[config.mk]
export PLATFORM = sky130hd
export DESIGN_NAME = sdp_line_tokenizer_top
export DESIGN_NICKNAME = d
export VERILOG_FILES = /design/src/slt_pkg.sv /design/src/slt_front.sv /design/src/slt_queue.sv /design/src/slt_back.sv /design/src/sdp_line_tokenizer_top.sv
export SDC_FILE = /design/constraint.sdc
export NUM_CORES = 1
export LEC_CHECK = 0
export BUFFER_PORTS_ARGS = -buffer_cell sky130_fd_sc_hd__buf_2
export CAP_MARGIN = 20
export CORE_UTILIZATION = 30
export CTS_BUF_LIST = sky130_fd_sc_hd__clkbuf_4 sky130_fd_sc_hd__clkbuf_8 sky130_fd_sc_hd__clkbuf_16
export DETAILED_ROUTE_END_ITERATION = 10
export PLACE_DENSITY = 0.43
export SLEW_MARGIN = 20
export SYNTH_ARGS = -nofsm -noshare
export SYNTH_HDL_FRONTEND = slang
export SYNTH_SLANG_ARGS = --single-unit
export TNS_END_PERCENT = 30
[constraint.sdc]
create_clock -name clk_i -period 5.4 [get_ports clk_i]
set_input_delay 1.62 -clock clk_i [delete_from_list [all_inputs] [get_ports clk_i]]
set_output_delay 1.62 -clock clk_i [all_outputs]
set_load 0.01 [all_outputs]
[src/slt_pkg.sv]
// shared types and constants of the session-description line tokenizer
package slt_pkg;

  localparam int POSITION_BITS = 32;
  localparam int LENGTH_BITS   = 16;
  localparam int INDEX_BITS    = 8;
  localparam int TYPE_BITS     = 8;

  localparam int QDEPTH     = 4;
  localparam int QPTR_BITS  = $clog2(QDEPTH);
  localparam int QCNT_BITS  = $clog2(QDEPTH + 1);

  localparam logic [7:0] CH_EQ    = 8'h3D;
  localparam logic [7:0] CH_CR    = 8'h0D;
  localparam logic [7:0] CH_LF    = 8'h0A;
  localparam logic [7:0] CH_SPACE = 8'h20;
  localparam logic [7:0] CH_TAB   = 8'h09;

  localparam logic FUNC_BYTE  = 1'b0;
  localparam logic FUNC_FLUSH = 1'b1;

  typedef enum logic [1:0] {
    EV_BEGIN = 2'd0,
    EV_TOKEN = 2'd1,
    EV_END   = 2'd2
  } event_kind_e;

  typedef struct packed {
    event_kind_e              kind;
    logic [TYPE_BITS-1:0]     field_type;
    logic [INDEX_BITS-1:0]    index;
    logic [POSITION_BITS-1:0] start;
    logic [LENGTH_BITS-1:0]   length;
  } event_t;

  // one queue entry carries every event caused by one input item
  typedef struct packed {
    logic   two;
    event_t ev0;
    event_t ev1;
  } entry_t;

endpackage

[src/slt_front.sv]
// front: tokenizer state, byte classification and event packing
module slt_front import slt_pkg::*; (
  input  logic                 clk_i,
  input  logic                 rst_ni,
  input  logic                 accept_i,
  input  logic                 func_i,
  input  logic [7:0]           data_byte_i,
  output logic                 push_o,
  output entry_t               entry_o
);

  localparam logic [LENGTH_BITS-1:0] LEN_MAX = {LENGTH_BITS{1'b1}};
  localparam logic [INDEX_BITS-1:0]  IDX_MAX = {INDEX_BITS{1'b1}};

  logic                     in_desc_q, in_desc_d;
  logic [7:0]               prev_q, prev_d;
  logic [TYPE_BITS-1:0]     type_q, type_d;
  logic [LENGTH_BITS-1:0]   run_q, run_d;
  logic [INDEX_BITS-1:0]    count_q, count_d;
  logic [POSITION_BITS-1:0] pos_q, pos_d;
  logic                     acr_q, acr_d;

  logic                     is_space, is_eq, ends_field;
  logic                     tok_emit;
  logic [INDEX_BITS-1:0]    count_after_tok;
  event_t                   tok_ev, end_ev, beg_ev;
  logic                     has_tok, has_end, has_beg;

  always_comb begin
    is_space = (data_byte_i == CH_SPACE) ||
               ((data_byte_i >= CH_TAB) && (data_byte_i <= CH_CR));
    is_eq    = (data_byte_i == CH_EQ) && !in_desc_q;
    ends_field = (data_byte_i == CH_CR) || ((data_byte_i == CH_LF) && !acr_q);
    tok_emit = in_desc_q && (run_q != '0);
    count_after_tok = (tok_emit && (count_q != IDX_MAX)) ? count_q + 1'b1 : count_q;

    tok_ev.kind       = EV_TOKEN;
    tok_ev.field_type = type_q;
    tok_ev.index      = count_q;
    tok_ev.start      = pos_q - POSITION_BITS'(run_q);
    tok_ev.length     = run_q;

    end_ev.kind       = EV_END;
    end_ev.field_type = type_q;
    end_ev.index      = count_after_tok;
    end_ev.start      = '0;
    end_ev.length     = '0;

    beg_ev.kind       = EV_BEGIN;
    beg_ev.field_type = prev_q;
    beg_ev.index      = count_q;
    beg_ev.start      = '0;
    beg_ev.length     = '0;

    has_tok = 1'b0;
    has_end = 1'b0;
    has_beg = 1'b0;

    in_desc_d = in_desc_q;
    prev_d    = prev_q;
    type_d    = type_q;
    run_d     = run_q;
    count_d   = count_q;
    pos_d     = pos_q;
    acr_d     = acr_q;

    if (func_i == FUNC_FLUSH) begin
      has_tok   = tok_emit;
      has_end   = in_desc_q;
      in_desc_d = 1'b0;
      prev_d    = '0;
      type_d    = '0;
      run_d     = '0;
      count_d   = '0;
      pos_d     = '0;
      acr_d     = 1'b0;
    end else begin
      if (is_eq) begin
        has_beg   = 1'b1;
        type_d    = prev_q;
        run_d     = '0;
        in_desc_d = 1'b1;
      end else if (is_space) begin
        has_tok = tok_emit;
        if (tok_emit) begin
          run_d   = '0;
          count_d = count_after_tok;
        end
        if (ends_field) begin
          has_end   = 1'b1;
          count_d   = '0;
          in_desc_d = 1'b0;
        end
      end else if (run_q != LEN_MAX) begin
        run_d = run_q + 1'b1;
      end
      acr_d  = (data_byte_i == CH_CR);
      prev_d = data_byte_i;
      pos_d  = pos_q + 1'b1;
    end

    // pack in emission order: begin alone, or token then field end
    entry_o.two = has_tok && has_end;
    entry_o.ev1 = end_ev;
    if (has_beg) begin
      entry_o.ev0 = beg_ev;
    end else if (has_tok) begin
      entry_o.ev0 = tok_ev;
    end else begin
      entry_o.ev0 = end_ev;
    end
    push_o = accept_i && (has_beg || has_tok || has_end);
  end

  always_ff @(posedge clk_i or negedge rst_ni) begin
    if (!rst_ni) begin
      in_desc_q <= 1'b0;
      prev_q    <= '0;
      type_q    <= '0;
      run_q     <= '0;
      count_q   <= '0;
      pos_q     <= '0;
      acr_q     <= 1'b0;
    end else if (accept_i) begin
      in_desc_q <= in_desc_d;
      prev_q    <= prev_d;
      type_q    <= type_d;
      run_q     <= run_d;
      count_q   <= count_d;
      pos_q     <= pos_d;
      acr_q     <= acr_d;
    end
  end

  // tokens are only counted inside a description
  a_field_mode_no_count: assert property (@(posedge clk_i) disable iff (!rst_ni)
    !in_desc_q |-> (count_q == '0))
    else $error("token count nonzero in field mode");

  a_flush_clears: assert property (@(posedge clk_i) disable iff (!rst_ni)
    (accept_i && (func_i == FUNC_FLUSH)) |=> (pos_q == '0) && !in_desc_q && (run_q == '0))
    else $error("state not cleared after end of input");

endmodule

[src/slt_queue.sv]
// short queue of event entries between front and back
module slt_queue import slt_pkg::*; (
  input  logic   clk_i,
  input  logic   rst_ni,
  input  logic   push_i,
  input  entry_t entry_i,
  input  logic   pop_i,
  output entry_t head_o,
  output logic   empty_o,
  output logic   full_o
);

  entry_t               mem_q [QDEPTH];
  logic [QPTR_BITS-1:0] wr_q, rd_q;
  logic [QCNT_BITS-1:0] cnt_q;

  assign empty_o = (cnt_q == '0);
  assign full_o  = (cnt_q == QCNT_BITS'(QDEPTH));
  assign head_o  = mem_q[rd_q];

  always_ff @(posedge clk_i) begin
    if (push_i) begin
      mem_q[wr_q] <= entry_i;
    end
  end

  always_ff @(posedge clk_i or negedge rst_ni) begin
    if (!rst_ni) begin
      wr_q  <= '0;
      rd_q  <= '0;
      cnt_q <= '0;
    end else begin
      if (push_i) begin
        wr_q <= wr_q + 1'b1;
      end
      if (pop_i) begin
        rd_q <= rd_q + 1'b1;
      end
      if (push_i && !pop_i) begin
        cnt_q <= cnt_q + 1'b1;
      end else if (!push_i && pop_i) begin
        cnt_q <= cnt_q - 1'b1;
      end
    end
  end

  a_no_overflow: assert property (@(posedge clk_i) disable iff (!rst_ni)
    !(push_i && full_o))
    else $error("push into full queue");

  a_no_underflow: assert property (@(posedge clk_i) disable iff (!rst_ni)
    !(pop_i && empty_o))
    else $error("pop from empty queue");

endmodule

[src/slt_back.sv]
// back: splits queue entries into single results in an output register
module slt_back import slt_pkg::*; (
  input  logic   clk_i,
  input  logic   rst_ni,
  input  entry_t head_i,
  input  logic   q_empty_i,
  output logic   q_pop_o,
  input  logic   out_pop_i,
  output logic   out_valid_o,
  output event_t out_ev_o,
  output logic   out_last_o
);

  logic   valid_q;
  logic   sel_q;
  event_t ev_q;
  logic   last_q;

  logic   load, take, cur_last;
  event_t cur_ev;

  always_comb begin
    load     = !valid_q || out_pop_i;
    take     = load && !q_empty_i;
    cur_ev   = sel_q ? head_i.ev1 : head_i.ev0;
    cur_last = sel_q || !head_i.two;
    q_pop_o  = take && cur_last;
  end

  always_ff @(posedge clk_i or negedge rst_ni) begin
    if (!rst_ni) begin
      valid_q <= 1'b0;
      sel_q   <= 1'b0;
    end else if (take) begin
      valid_q <= 1'b1;
      sel_q   <= !cur_last;
    end else if (out_pop_i) begin
      valid_q <= 1'b0;
    end
  end

  always_ff @(posedge clk_i) begin
    if (take) begin
      ev_q   <= cur_ev;
      last_q <= cur_last;
    end
  end

  assign out_valid_o = valid_q;
  assign out_ev_o    = ev_q;
  assign out_last_o  = last_q;

endmodule

[src/sdp_line_tokenizer_top.sv]
// top level of the session-description line tokenizer
// takes one text byte (or an end-of-input marker) per transfer and reports
// field begin, token and field end events through a queue-style result port.
// an input transfer completes at a clock edge with push high and full low;
// a result transfer completes with pop high and empty low. every input is
// classified in the cycle it is taken, so the block sustains one input per
// cycle while full is low; an input causes zero, one or two results and the
// result port moves one per cycle while pop is high, so a stream where most
// bytes cause a result runs at that rate and a four-entry queue between
// classifier and result stage absorbs bursts. the first result passes through
// the queue and then the output register before it reaches the result ports.
// last_o marks the final result of each input. token length and index saturate,
// token start wraps with the stream offset, and end of input flushes a pending
// token and field end and then returns the tokenizer state to its reset values
module sdp_line_tokenizer_top import slt_pkg::*; (
  input  logic                     clk_i,
  input  logic                     rst_ni,
  // input side
  input  logic                     push,
  output logic                     full,
  input  logic                     func_i,
  input  logic [7:0]               data_byte_i,
  // result side
  output logic                     empty,
  input  logic                     pop,
  output logic [1:0]               event_kind_o,
  output logic [TYPE_BITS-1:0]     field_type_o,
  output logic [INDEX_BITS-1:0]    token_index_o,
  output logic [POSITION_BITS-1:0] token_start_o,
  output logic [LENGTH_BITS-1:0]   token_length_o,
  output logic                     last_o
);

  logic   accept;
  logic   f_push;
  entry_t f_entry;
  entry_t q_head;
  logic   q_empty, q_full, q_pop;
  logic   out_valid, out_pop, out_last;
  event_t out_ev;

  // an input transfer happens whenever push is high and the queue has room
  assign full   = q_full;
  assign accept = push && !q_full;

  slt_front u_front (
    .clk_i       (clk_i),
    .rst_ni      (rst_ni),
    .accept_i    (accept),
    .func_i      (func_i),
    .data_byte_i (data_byte_i),
    .push_o      (f_push),
    .entry_o     (f_entry)
  );

  slt_queue u_queue (
    .clk_i   (clk_i),
    .rst_ni  (rst_ni),
    .push_i  (f_push),
    .entry_i (f_entry),
    .pop_i   (q_pop),
    .head_o  (q_head),
    .empty_o (q_empty),
    .full_o  (q_full)
  );

  // result transfer frees the output register for the next event
  assign out_pop = pop && out_valid;

  slt_back u_back (
    .clk_i       (clk_i),
    .rst_ni      (rst_ni),
    .head_i      (q_head),
    .q_empty_i   (q_empty),
    .q_pop_o     (q_pop),
    .out_pop_i   (out_pop),
    .out_valid_o (out_valid),
    .out_ev_o    (out_ev),
    .out_last_o  (out_last)
  );

  assign empty          = !out_valid;
  assign event_kind_o   = out_ev.kind;
  assign field_type_o   = out_ev.field_type;
  assign token_index_o  = out_ev.index;
  assign token_start_o  = out_ev.start;
  assign token_length_o = out_ev.length;
  assign last_o         = out_last;

endmodule
After elaboration in Yosys (flattened, before gate mapping)
Memory sizes are Yosys's and may differ from the RTL's.
Cells that the tools add are included.
{"block": "op_classes", "n_reduce_logical": 42, "muxes": 38, "eq_ne": 9, "n_addsub": 8, "order_cmp": 2}
{"cell": "$mux W66", "n": 3}
{"cell": "$mux W16", "n": 5}
{"cell": "$mux W8", "n": 9}
{"cell": "$add A32 B1 Y32 const B", "n": 1}
{"cell": "$mux W32", "n": 1}
{"cell": "$sub A32 B16 Y32", "n": 1}
{"cell": "$mux W1", "n": 18}
{"cell": "$add A16 B1 Y16 const B", "n": 1}
{"cell": "$eq A8 B4 Y1 const B", "n": 2}
{"cell": "$eq A8 B6 Y1 const B", "n": 2}
{"cell": "$ne A16 B16 Y1 const B", "n": 1}
{"cell": "$reduce_bool A16 Y1", "n": 1}
{"cell": "$logic_and A1 B1 Y1", "n": 13}
{"cell": "$logic_not A1 Y1", "n": 9}
{"cell": "$reduce_bool A3 Y1", "n": 3}
{"cell": "$add A8 B1 Y8 const B", "n": 1}
{"cell": "$ge A8 B4 Y1 const B", "n": 1}
{"cell": "$le A8 B4 Y1 const B", "n": 1}
{"cell": "$ne A8 B8 Y1 const B", "n": 1}
{"cell": "$reduce_bool A2 Y1", "n": 4}
{"cell": "$logic_or A1 B1 Y1", "n": 6}
{"cell": "$mux W3", "n": 2}
{"cell": "$reduce_and A3 Y1", "n": 2}
{"cell": "$add A2 B1 Y2 const B", "n": 2}
{"cell": "other kinds (9)", "n": 9}
{"block": "totals", "mem_count": 1, "ramBits": 332, "wordCells": 118, "in_bits": 13, "regBits": 150, "out_inout_bits": 69}
{"memory": "u_queue.mem_q", "words": 4, "width": 83, "read_ports": 1, "rd_ports_with_merged_regs": 0, "wr": 1, "line": "slt_queue.sv:13", "rtl": "entry_t mem_q [QDEPTH];"}

Depth between registers and ports, before layout
Gate-level depths: netlist (run 1).
{"block": "depth", "depth_word": 13, "mapped_depth": 12, "mapped_depth_nobuf": 12}

By module
Synthesis (run 1) repeated with hierarchy kept, for this count alone.
{"block": "hier_totals", "hier_cells": 1641, "hier_area_um2": 28678.8}
{"module": "slt_queue", "area_per_inst_um2": 19550.0, "seq_area_each_um2": 16150.5, "cells_per_inst": 729, "instances": 1}
{"module": "slt_front", "area_per_inst_um2": 6089.6, "seq_area_each_um2": 1851.8, "cells_per_inst": 759, "instances": 1}
{"module": "slt_back", "area_per_inst_um2": 3015.4, "seq_area_each_um2": 2062.0, "cells_per_inst": 150, "instances": 1}
{"module": "sdp_line_tokenizer_top", "area_per_inst_um2": 23.8, "seq_area_each_um2": 0.0, "cells_per_inst": 3, "instances": 1}

Worst setup path after synthesis (run 1)
Ideal clock, no wire load.
{"block": "synth_path", "path_type": "input-to-reg", "start": "input pop", "end": "register u_queue.cnt_q[1]", "arrival_ns": 6.393, "path_buffers": 0, "required_ns": 5.275, "setup_slack_ns": -1.118, "setup_time_ns": 0.125, "path_stages": 8, "path_cell_list": "inv_1 > a21oi_1 > and2_1 > inv_1 > ha_1 > inv_1 > fa_1 > mux2_2"}
{"block": "synth_via", "elab_chain_cells": 7, "elab_cells_between_ends": 9, "cone_classes": "mux: 1; reduce/logical: 8"}
{"item": "from (decl)", "line": "sdp_line_tokenizer_top.sv:25", "rtl": "input logic pop,"}
{"item": "$logic_and A1 B1 Y1 *", "line": "sdp_line_tokenizer_top.sv:68", "rtl": "assign out_pop = pop && out_valid;"}
{"item": "$logic_or A1 B1 Y1 *", "line": "slt_back.sv:23", "rtl": "load = !valid_q || out_pop_i;"}
{"item": "$logic_and A1 B1 Y1 *", "line": "slt_back.sv:24", "rtl": "take = load && !q_empty_i;"}
{"item": "named net u_back.take", "line": "slt_back.sv:19", "rtl": "logic load, take, cur_last;"}
{"item": "$logic_and A1 B1 Y1 *", "line": "slt_back.sv:27", "rtl": "q_pop_o = take && cur_last;"}
{"item": "$logic_not A1 Y1", "line": "slt_queue.sv:39", "rtl": "if (push_i && !pop_i) begin"}
{"item": "$logic_and A1 B1 Y1", "line": "slt_queue.sv:39"}
{"item": "$mux W3 / $reduce_bool A2 Y1 (equally long branches)"}
{"item": "to (signal assigned)", "line": "slt_queue.sv:40", "rtl": "cnt_q <= cnt_q + 1'b1;"}
{"item": "to (signal assigned)", "line": "slt_queue.sv:42", "rtl": "cnt_q <= cnt_q - 1'b1;"}
{"item": "to (decl)", "line": "slt_queue.sv:15", "rtl": "logic [QCNT_BITS-1:0] cnt_q;"}
The timed path passes the listed nets; every way through them passes the cells marked *.
A chain may end at the register's enable or synchronous reset.

==> impl_results.md, run 1 <==
- Cell Count, Final, Fillers Out: 2,355
- FMAX: 267.7 MHz
- Area delta synth->final: 16.15%
- Syn Inst Count: 1,333
- Share of flip-flops with an asynchronous set or reset: between 10% and 20%
- Die W: 264.4 um
- Most frequent cells in the layout: edfxtp_1 (399), mux4_2 (83), nand2_1 (82), nor2_1 (81)
- Vias in the first global route: 12,150
- R2R Path Start: u_front.run_q[1]
- Final period utilization: between 60 and 70%
- Max Cap Viol: 0
- Met3 WL post-DR: 1731 um
- DIE HEIGHT: 264.4 um
- Static Leakage: between 0.009 and 0.01 uW
- Largest stage delay on the critical path: roughly 0.50 ns
- Die area: between 60,000 and 70,000 sq um
- Area leader, netlist: edfxtp_1
- Sequential fraction of the synthesis area: 68.08%
- CP Max Fanout: approximately 40
- Internal power: 7626 uW
- Unique masters post-synth: around 70
- Hold Crit Start: u_queue.cnt_q[2]
- Final hold vios: 0
- Clock Skew: 0.009136 ns
- DR WL met2: 23,580 um
- Io pins: 82
- Worst path cell trace: buf_2, or2_2, o2111a_2, o31ai_4, buf_4, o21ai_2, inv_1, and2_1, mux2_2
- Diodes inserted: 0
- Number of I/O port buffers: 81
- Sw power: 3140 uW
- Worst EP required: 5.74 ns
- RSZ-0062 raised after global routing: false
- Seq pwr share: 43.3%
- Worst hold path class: flip-flop to flip-flop
- Gr ovfl total: 0
- Minimum clock period: 3.735 ns
- Worst rel slew slack: 33.05%
- Switching portion of total power: 29.17%
- Ranking of synthesized cells by area: edfxtp_1 (58%), dfrtp_1 (10%), mux4_2 (9.1%)
- Initial antenna violation count: 0
- Setup violators final: 0
- Post-DRT Antenna Nets: 0
- Top FF cell, synth: edfxtp_1
- All-Layer GR Usage: ~14%
- Pin count of the biggest net entering global routing: 69
- DR top layer: met4
- Total CTS buffers: 54
- Synth warn: 0
- Wire per inst: 21.00 um
- Combinational power share: 23.0%
- Layout cells sized above 1: 22.60%
- Row Count: 95
- EDFF count, synth: 399
- Clock transition at the registers of the reported paths: 0.06 ns
- First-pass GRT wire length: 76,400 um
- Worst-skew pair later-pin latency: 0.60 ns
- Worst slew pin tran: 1.004 ns
- Vias: roughly 11,000
- CP startpoint kind: primary input
- Syn Nets: 1,373
- Number of cells after detailed placement: ~2,300
- HPWL Detailed: 31,340 um
- #FFs+latches synth: between 400 and 500
- CP delay by family, top: buffers and inverters
- Final slew viol count: 0
- Maximum vdd ir drop: 0.0002166 V
- Syn Area/Cell: between 15 and 20 sq um
- # DRC: 0
- CP Class: primary input to flip-flop
- Post-CTS Hold Buffers: 0
- Post CTS Setup Buffer Count: 0
- Critical-path top delay cell: buf_4
- Critical path arrival: 4.07 ns
- Routability cong.: 0.7770
- Commonest non-fill, non-tap cell in the layout: edfxtp_1
- Worst setup path start: data_byte_i[0]
- WL met1: 22,950 um
- DRT Pass-1 Iters: 5
- Clock power share: 33.7%
- Clk sinks: 482
- Pwr Density: 448.8 nW/um^2
- H-Tree Depth: 2
- Cts repair resizes: 0
- Status: finished clean
- Netlist Area Pre-Place: 20,650 sq um
- Layout Nets: 1,477
- Clock tree buffer depth: 3
- Setup TNS: 0 ns
- CTS root buffer: clkbuf_16
- Routed WL: 49,470 um
- Worst Setup End Kind: flip-flop
- Via density: between 4 and 5
- CTS tree: built
- Starting DRT DRC Count: 759
- Worst path bufs/invs: 3
- Yosys top cell area share: around three fifths
- Starting Density: between 30 and 40%
- Core outline area: 67,630 sq um
stage by stage:
step	util (%)	hold WS, ns	total power, uW	area [sq um]	setup slack, ns
floorplan	-	0.4543	6401	20650	0.1070
global placement	32.86	0.4808	7299	22220	1.097
detailed placement	32.86	0.4829	7296	22230	1.018
CTS	35.46	0.5007	11000	23980	1.669
global route	35.46	0.5105	11320	23980	1.496
finish	35.46	0.5013	10770	23980	1.665
power groups by stage:
stage / Clock [uW] / Combinational (uW) / Sequential (uW)
CTS: 3760 / 2560 / 4680
global placement: 0 / 2550 / 4750
global route: 3880 / 2720 / 4710
detailed placement: 0 / 2550 / 4750
finish: 3620 / 2480 / 4660
floorplan: 0 / 1640 / 4760
layer usage:
metal,up-vias,global-route usage [%]
met5,-,0
met4,0,4.777
met3,71,1.886
met2,199,23.59
met1,5861,19.85
li1,5319,-
area by class of cell:
cell class              instances  area, sq um
flip-flops and latches        482        14070
inverters                      40        150.1
clock buffers                  64         1463
well taps                     873         1092
multi-input cells             753         6235
clock inverters                37        294.0
fillers                      6379        43650
repair buffers                106        683.2
Yosys cell counts (30+ instances only):
cell type  count
edfxtp_1     399
xor2_1        30
o21ai_0       45
nor2_1        81
inv_1         39
dfrtp_1       83
nand2_1       82
mux4_2        83
clkbuf_1      36
nor2b_1       55
mux2_2        30
a21oi_1       51
final timing paths:
check                                       end  slack (ns)  cells after the start
hold reg to reg                u_queue.cnt_q[2]        0.50                      1
setup reg to reg           u_queue.mem_q[0][65]        1.93                     10
hold / removal                 u_queue.cnt_q[2]        0.50                      1
max in group asynchronous          u_back.sel_q        3.30                      2
min in group asynchronous     u_front.pos_q[31]        1.07                      1
setup / recovery           u_queue.mem_q[0][65]        1.67                      9
registers in the layout, indices dropped and copies added, names as in the netlist, 2 cells and up:
signal and flops:
u_queue.wr_q 2, u_front.type_q 8, u_front.count_q 8, u_queue.rd_q 2, u_queue.mem_q 332, u_queue.cnt_q 3, u_front.run_q 16, u_back.out_ev_o 66
u_front.pos_q 32, u_front.prev_q 8
cell families after synthesis:
| kind of cell | synth area share, % |
|---|---|
| AO/OA/AOI/OAI | 5.393 |
| XOR/XNOR | 2.248 |
| multiplexers | 11.13 |
| buffers and inverters | 1.897 |
| adder cells (fa/ha/maj) | 1.709 |
| flip-flops | 68.08 |
| AND/OR/NAND/NOR | 9.544 |
No activity file was read; power rests on OpenSTA's default activity.
==> run 2: changes to the inputs <==
==> constraint.sdc (replaced) <==
create_clock -name clk_i -period 3.1 [get_ports clk_i]
set_input_delay 0.93 -clock clk_i [delete_from_list [all_inputs] [get_ports clk_i]]
set_output_delay 0.93 -clock clk_i [all_outputs]
set_load 0.01 [all_outputs]
==> impl_results.md, run 2 (same netlist as run 1, synthesis figures left out) <==
- Met3 Use GR: 2.257%
- Total Power: 19,600 uW
- Area delta synth->final: 20.98%
- CTS tree: built
- Layout cells sized above 1: 28.13%
- FMAX: 346.3 MHz
- Layout Nets: 1,565
- Starting Density: 30.53%
- Worst path cell trace: inv_1, ha_1, inv_1, fa_1, a21o_1, a221oi_2, o21a_1, buf_12, o21ai_1, a31oi_2, buf_4, mux2i_4
- Largest stage delay on the critical path: 0.40 ns
- Grt peak-use layer: met2
- Worst-skew pair later-pin latency: roughly 0.60 ns
- Starting DRT DRC Count: around 680
- Worst EP required: between 3 and 4 ns
- H-Tree Depth: 2
- Register Area: around 14,000 sq um
- CP Max Fanout: 6
- Io pins: a little over 80
- Clock tree buffer depth: 3
- Post-place setup slack: -0.2537 ns
- Multi-input logic area: around 6300 sq um
- Routed WL: 49,430 um
- Static Leakage: 0.009547 uW
- CP delay by family, top: compound AO/OA/AOI/OAI gates
- HPWL Detailed: between 30,000 and 40,000 um
- # DRC: 0
- Worst Setup End Kind: flip-flop
- Pin count of the biggest net entering global routing: 85
- Vias in the first global route: 12,450
- Number of I/O port buffers: approximately 80
- RSZ-0062 raised after global routing: false
- Die W: about 260 um
- CP Class: flip-flop to flip-flop
- Max reg flops: 332
- Routability cong.: 0.8193
- Most common cell on crit path: inv_1
- Clock Skew: approximately 0.020 ns
- Worst rel slew slack: around 48%
- Post-DRT Antenna Nets: 0
- Die area: 69,880 sq um
- GR Util met1: 19.78%
- Most frequent cells in the layout: edfxtp_1 (399), buf_4 (95), mux4_2 (83), nand2_1 (82), nor2_1 (81)
- Core outline area: between 60,000 and 70,000 sq um
- Initial antenna violation count: 0
- Final hold vios: 0
- Max Cap Viol: 0
- First-pass GRT wire length: approximately 76,000 um
- Final period utilization: 93.15%
- Gr ovfl total: 0
- CP startpoint kind: flip-flop
- Via density: 4.820
- Status: finished clean
- DIE HEIGHT: 264.4 um
- Pwr Density: 784.4 nW/um^2
- Diodes inserted: 0
- CTS root buffer: clkbuf_16
- DRT Pass-1 Iters: 5
- Final slew viol count: 0
- Final WS setup: 0.2122 ns
- GR Util met2: approximately a quarter
- Minimum clock period: between 2 and 3 ns
- Worst slew pin tran: 0.7773 ns
- Fill count: 6,416
- Total CTS buffers: 55
- Setup violators final: 0
- Worst path bufs/invs: 4
- Clock transition at the registers of the reported paths: 0.06 ns
- Worst hold path class: primary input to asynchronous set/reset pin
- Maximum vdd ir drop: 0.0006453 V
- Post-CTS Hold Buffers: 0
- All-Layer GR Usage: between 10% and 20%
- Clk sinks: 482
- Wire per inst: roughly 20 um
- Vias: approximately 12,000
- Critical-path top delay cell: fa_1
- Row Count: 95
- Critical path arrival: 3.32 ns
- Commonest non-fill, non-tap cell in the layout: edfxtp_1
- Largest Register: u_queue.mem_q
run 2: power by group:
| part | internal, uW | switching (uW) | leakage, uW |
|---|---|---|---|
| clock | 3980 | 2640 | 0.000933 |
| sequential | 7690 | 263 | 0.00532 |
| combinational | 2290 | 2730 | 0.00329 |
| total | 14000 | 5630 | 0.00955 |
run 2: worst reg2reg max path, delay by kind of cell, from the launching register on:
kind	cells	cell delay [ns]
fa+ha+maj	2	0.58
compound gates	5	1.07
mux	1	0.25
flops	1	0.37
buf+inv	4	0.45
run 2: path summary, 6_finish.rpt:
check / end / from / depth (start not counted) / slack (ns)
setup / recovery: u_queue.mem_q[2][60] / u_front.pos_q[0] / 12 / 0.21
hold / removal: u_front.pos_q[12] / rst_ni / 1 / 0.26
setup reg to reg: u_queue.mem_q[2][60] / u_front.pos_q[0] / 12 / 0.21
hold reg to reg: u_queue.cnt_q[2] / u_queue.cnt_q[2] / 1 / 0.50
max in group asynchronous: u_front.pos_q[20] / rst_ni / 2 / 2.20
min in group clk_i: u_queue.cnt_q[2] / u_queue.cnt_q[2] / 1 / 0.50
run 2: metal layers:
layer	vias up	wire, um
li1	5516	-
met1	6005	23150
met2	184	23600
met3	74	1571
met4	0	1101
met5	-	0
run 2: timing repair:
action / 4_1_cts / 5_1_grt
resized for setup: 1 / 13
setup buffers: 0 / 0
hold endpoints to repair: 0 / 0
pin swaps: 1 / 3
endpoints found under the setup margin: 16 / 36
run 2: cell type report:
class	instances	area share (%)
Tap cell	873	4.372
Clock inverter	35	1.402
Sequential cell	482	56.31
Multi-Input combinational cell	753	25.27
Inverter	40	0.6511
Clock buffer	68	6.095
Timing Repair Buffer	193	5.900
run 2: per-stage QoR:
| step | hold slack, ns | TNS [ns] | utilization, % | cells | instance area [sq um] |
|---|---|---|---|---|---|
| 4_1_cts | 0.2252 | 0 | 36.86 | 2444 | 24930 |
| 6_report | 0.2569 | 0 | 36.94 | 2444 | 24980 |
| 5_1_grt | 0.2394 | 0 | 36.94 | 2444 | 24980 |
| 3_3_place_gp | 0.4704 | -9.902 | 34.08 | 2341 | 23050 |
| 3_5_place_dp | 0.4783 | -21.80 | 34.08 | 2341 | 23050 |
| 2_1_floorplan | 0.4543 | -0.6140 | - | 1333 | 20710 |
==> run 3: changes to the inputs <==
--- a/config.mk
+++ b/config.mk
@@ -10,7 +10,7 @@
 export CORE_UTILIZATION = 30
 export CTS_BUF_LIST = sky130_fd_sc_hd__clkbuf_4 sky130_fd_sc_hd__clkbuf_8 sky130_fd_sc_hd__clkbuf_16
 export DETAILED_ROUTE_END_ITERATION = 10
-export PLACE_DENSITY = 0.43
+export PLACE_DENSITY = 0.56
 export SLEW_MARGIN = 20
 export SYNTH_ARGS = -nofsm -noshare
 export SYNTH_HDL_FRONTEND = slang
==> impl_results.md, run 3 (same netlist as run 1, synthesis figures left out) <==
- Starting Density: 30.53%
- Gr ovfl total: 0
- Static Leakage: approximately 0.0094 uW
- Layout Nets: 1,544
- Max reg flops: 332
- Most frequent cells in the layout: edfxtp_1 (399), buf_4 (84), mux4_2 (83), nand2_1 (82), nor2_1 (81)
- Hold_ws: 0.2532 ns
- R2R Path Start: u_front.pos_q[0]
- Vias: about 12,000
- Clk sinks: 482
- HPWL Detailed: 29,080 um
- Worst slew pin tran: between 0.9 and 1 ns
- Worst Setup End Kind: flip-flop
- Die W: roughly 260 um
- Setup violators final: 0
- CP Class: flip-flop to flip-flop
- Critical path arrival: 3.31 ns
- Area delta synth->final: 19.76%
- DRT Pass-1 Iters: 5
- Reg2reg setup slack: 0.15 ns
- Row Count: 95
- Clock transition at the registers of the reported paths: roughly 0.070 ns
- Worst hold path class: primary input to asynchronous set/reset pin
- # DRC: 0
- FMAX: around 340 MHz
- Status: finished clean
- Post-DRT Antenna Nets: 0
- Worst-skew pair later-pin latency: ~0.6 ns
- Io pins: 82
- Total CTS buffers: 50
- Pwr Density: 779.2 nW/um^2
- Final slew viol count: 0
- Diodes inserted: 0
- Post-CTS Hold Buffers: 0
- Core outline area: 67,630 sq um
- Wire per inst: around 19 um
- Commonest non-fill, non-tap cell in the layout: edfxtp_1
- CP Max Fanout: 5
- Final period utilization: 95.14%
- DIE HEIGHT: 264.4 um
- Multi-input logic area: 6329 sq um
- Fill count: ~6,300
- Layout cells sized above 1: 27.17%
- Max Cap Viol: 0
- CTS root buffer: clkbuf_16
- Die area: 69,880 sq um
- Post-Layout Inst Area: 24,730 sq um
- Via density: 4.857
- CP startpoint kind: flip-flop
- Worst reg2reg path endpoint: u_queue.mem_q[3][54]
- CTS tree: built
- Largest Register: u_queue.mem_q
- Routability cong.: 0.8871
- Setup TNS: 0 ns
- Worst EP required: roughly 3.5 ns
- Maximum vdd ir drop: 0.0008978 V
- Placed cell areas: between 20,000 and 25,000 sq um
- H-Tree Depth: 2
- Pin count of the biggest net entering global routing: 85
- Vias in the first global route: 12,080
- Number of I/O port buffers: a little over 80
- R2r worst-path depth: 11
- Worst rel slew slack: 35.16%
- First-pass GRT wire length: 72,420 um
- Minimum clock period: 2.949 ns
- Starting DRT DRC Count: approximately 900
- Routed WL: around 46,000 um
- Clock tree buffer depth: 3
- All-Layer GR Usage: a little over an eighth
- Initial antenna violation count: 1
- Final hold vios: 0
- Clock Skew: 0.02033 ns
- Register Area: 14,070 sq um
[run 3: how the worst max path moves through the flow]
stage	from	end	slack, ns	depth (start not counted)
floorplan	pop	u_queue.cnt_q[1]	-0.39	8
global placement	data_byte_i[0]	u_queue.cnt_q[2]	-0.20	11
detailed placement	data_byte_i[0]	u_queue.cnt_q[2]	-0.23	11
CTS	u_front.pos_q[0]	u_queue.mem_q[1][60]	0.07	12
global route	u_front.run_q[1]	u_queue.mem_q[2][57]	-0.01	8
finish	u_front.pos_q[0]	u_queue.mem_q[3][54]	0.15	11
[run 3: metal layers]
metal | part of all wire (%) | GRT usage [%]
met5 | 0.037 | 0
met4 | 1.8 | 3.473
met3 | 5.0 | 2.610
met2 | 49 | 22.44
met1 | 44 | 17.70
[run 3: worst max-delay path, cell delays in order, from the launching register on]
cell,delay [ns]
dfrtp_1,0.38
inv_1,0.13
ha_1,0.18
inv_1,0.05
fa_1,0.40
a21o_1,0.21
a221oi_2,0.31
o21a_1,0.19
buf_4,0.15
o2111ai_1,0.18
a21o_1,0.21
a21oi_1,0.33
[run 3: final cells by class]
class,instances,share of cell area (%)
sequential,482,56.89
multi-input combinational,753,25.59
clock buffer,62,5.571
timing repair buffer,177,5.222
tap,873,4.417
clock inverter,32,1.655
inverter,40,0.6578
[run 3: metrics by stage]
step           instances  power (uW)  setup WS, ns  utilization (%)
4_1_cts             2418       19520       0.07040            36.47
2_1_floorplan       1333       11160       -0.3927                -
5_1_grt             2419       20240     -0.009935            36.56
3_3_place_gp        2324       12890       -0.2029            33.80
6_report            2419       19270        0.1506            36.56
3_5_place_dp        2324       12910       -0.2340            33.80
[run 3: where the power goes]
part	internal [uW]	switching, uW	total (uW)
Combinational	2180	2660	4840
Clock	3920	2550	6470
Sequential	7690	272	7960
Total	13800	5480	19300
[run 3: what timing repair did]
| item | CTS | global route |
|---|---|---|
| pin swaps | 0 | 2 |
| setup buffers | 0 | 1 |
| endpoints found under the setup margin | 20 | 40 |
| resized for setup | 3 | 14 |
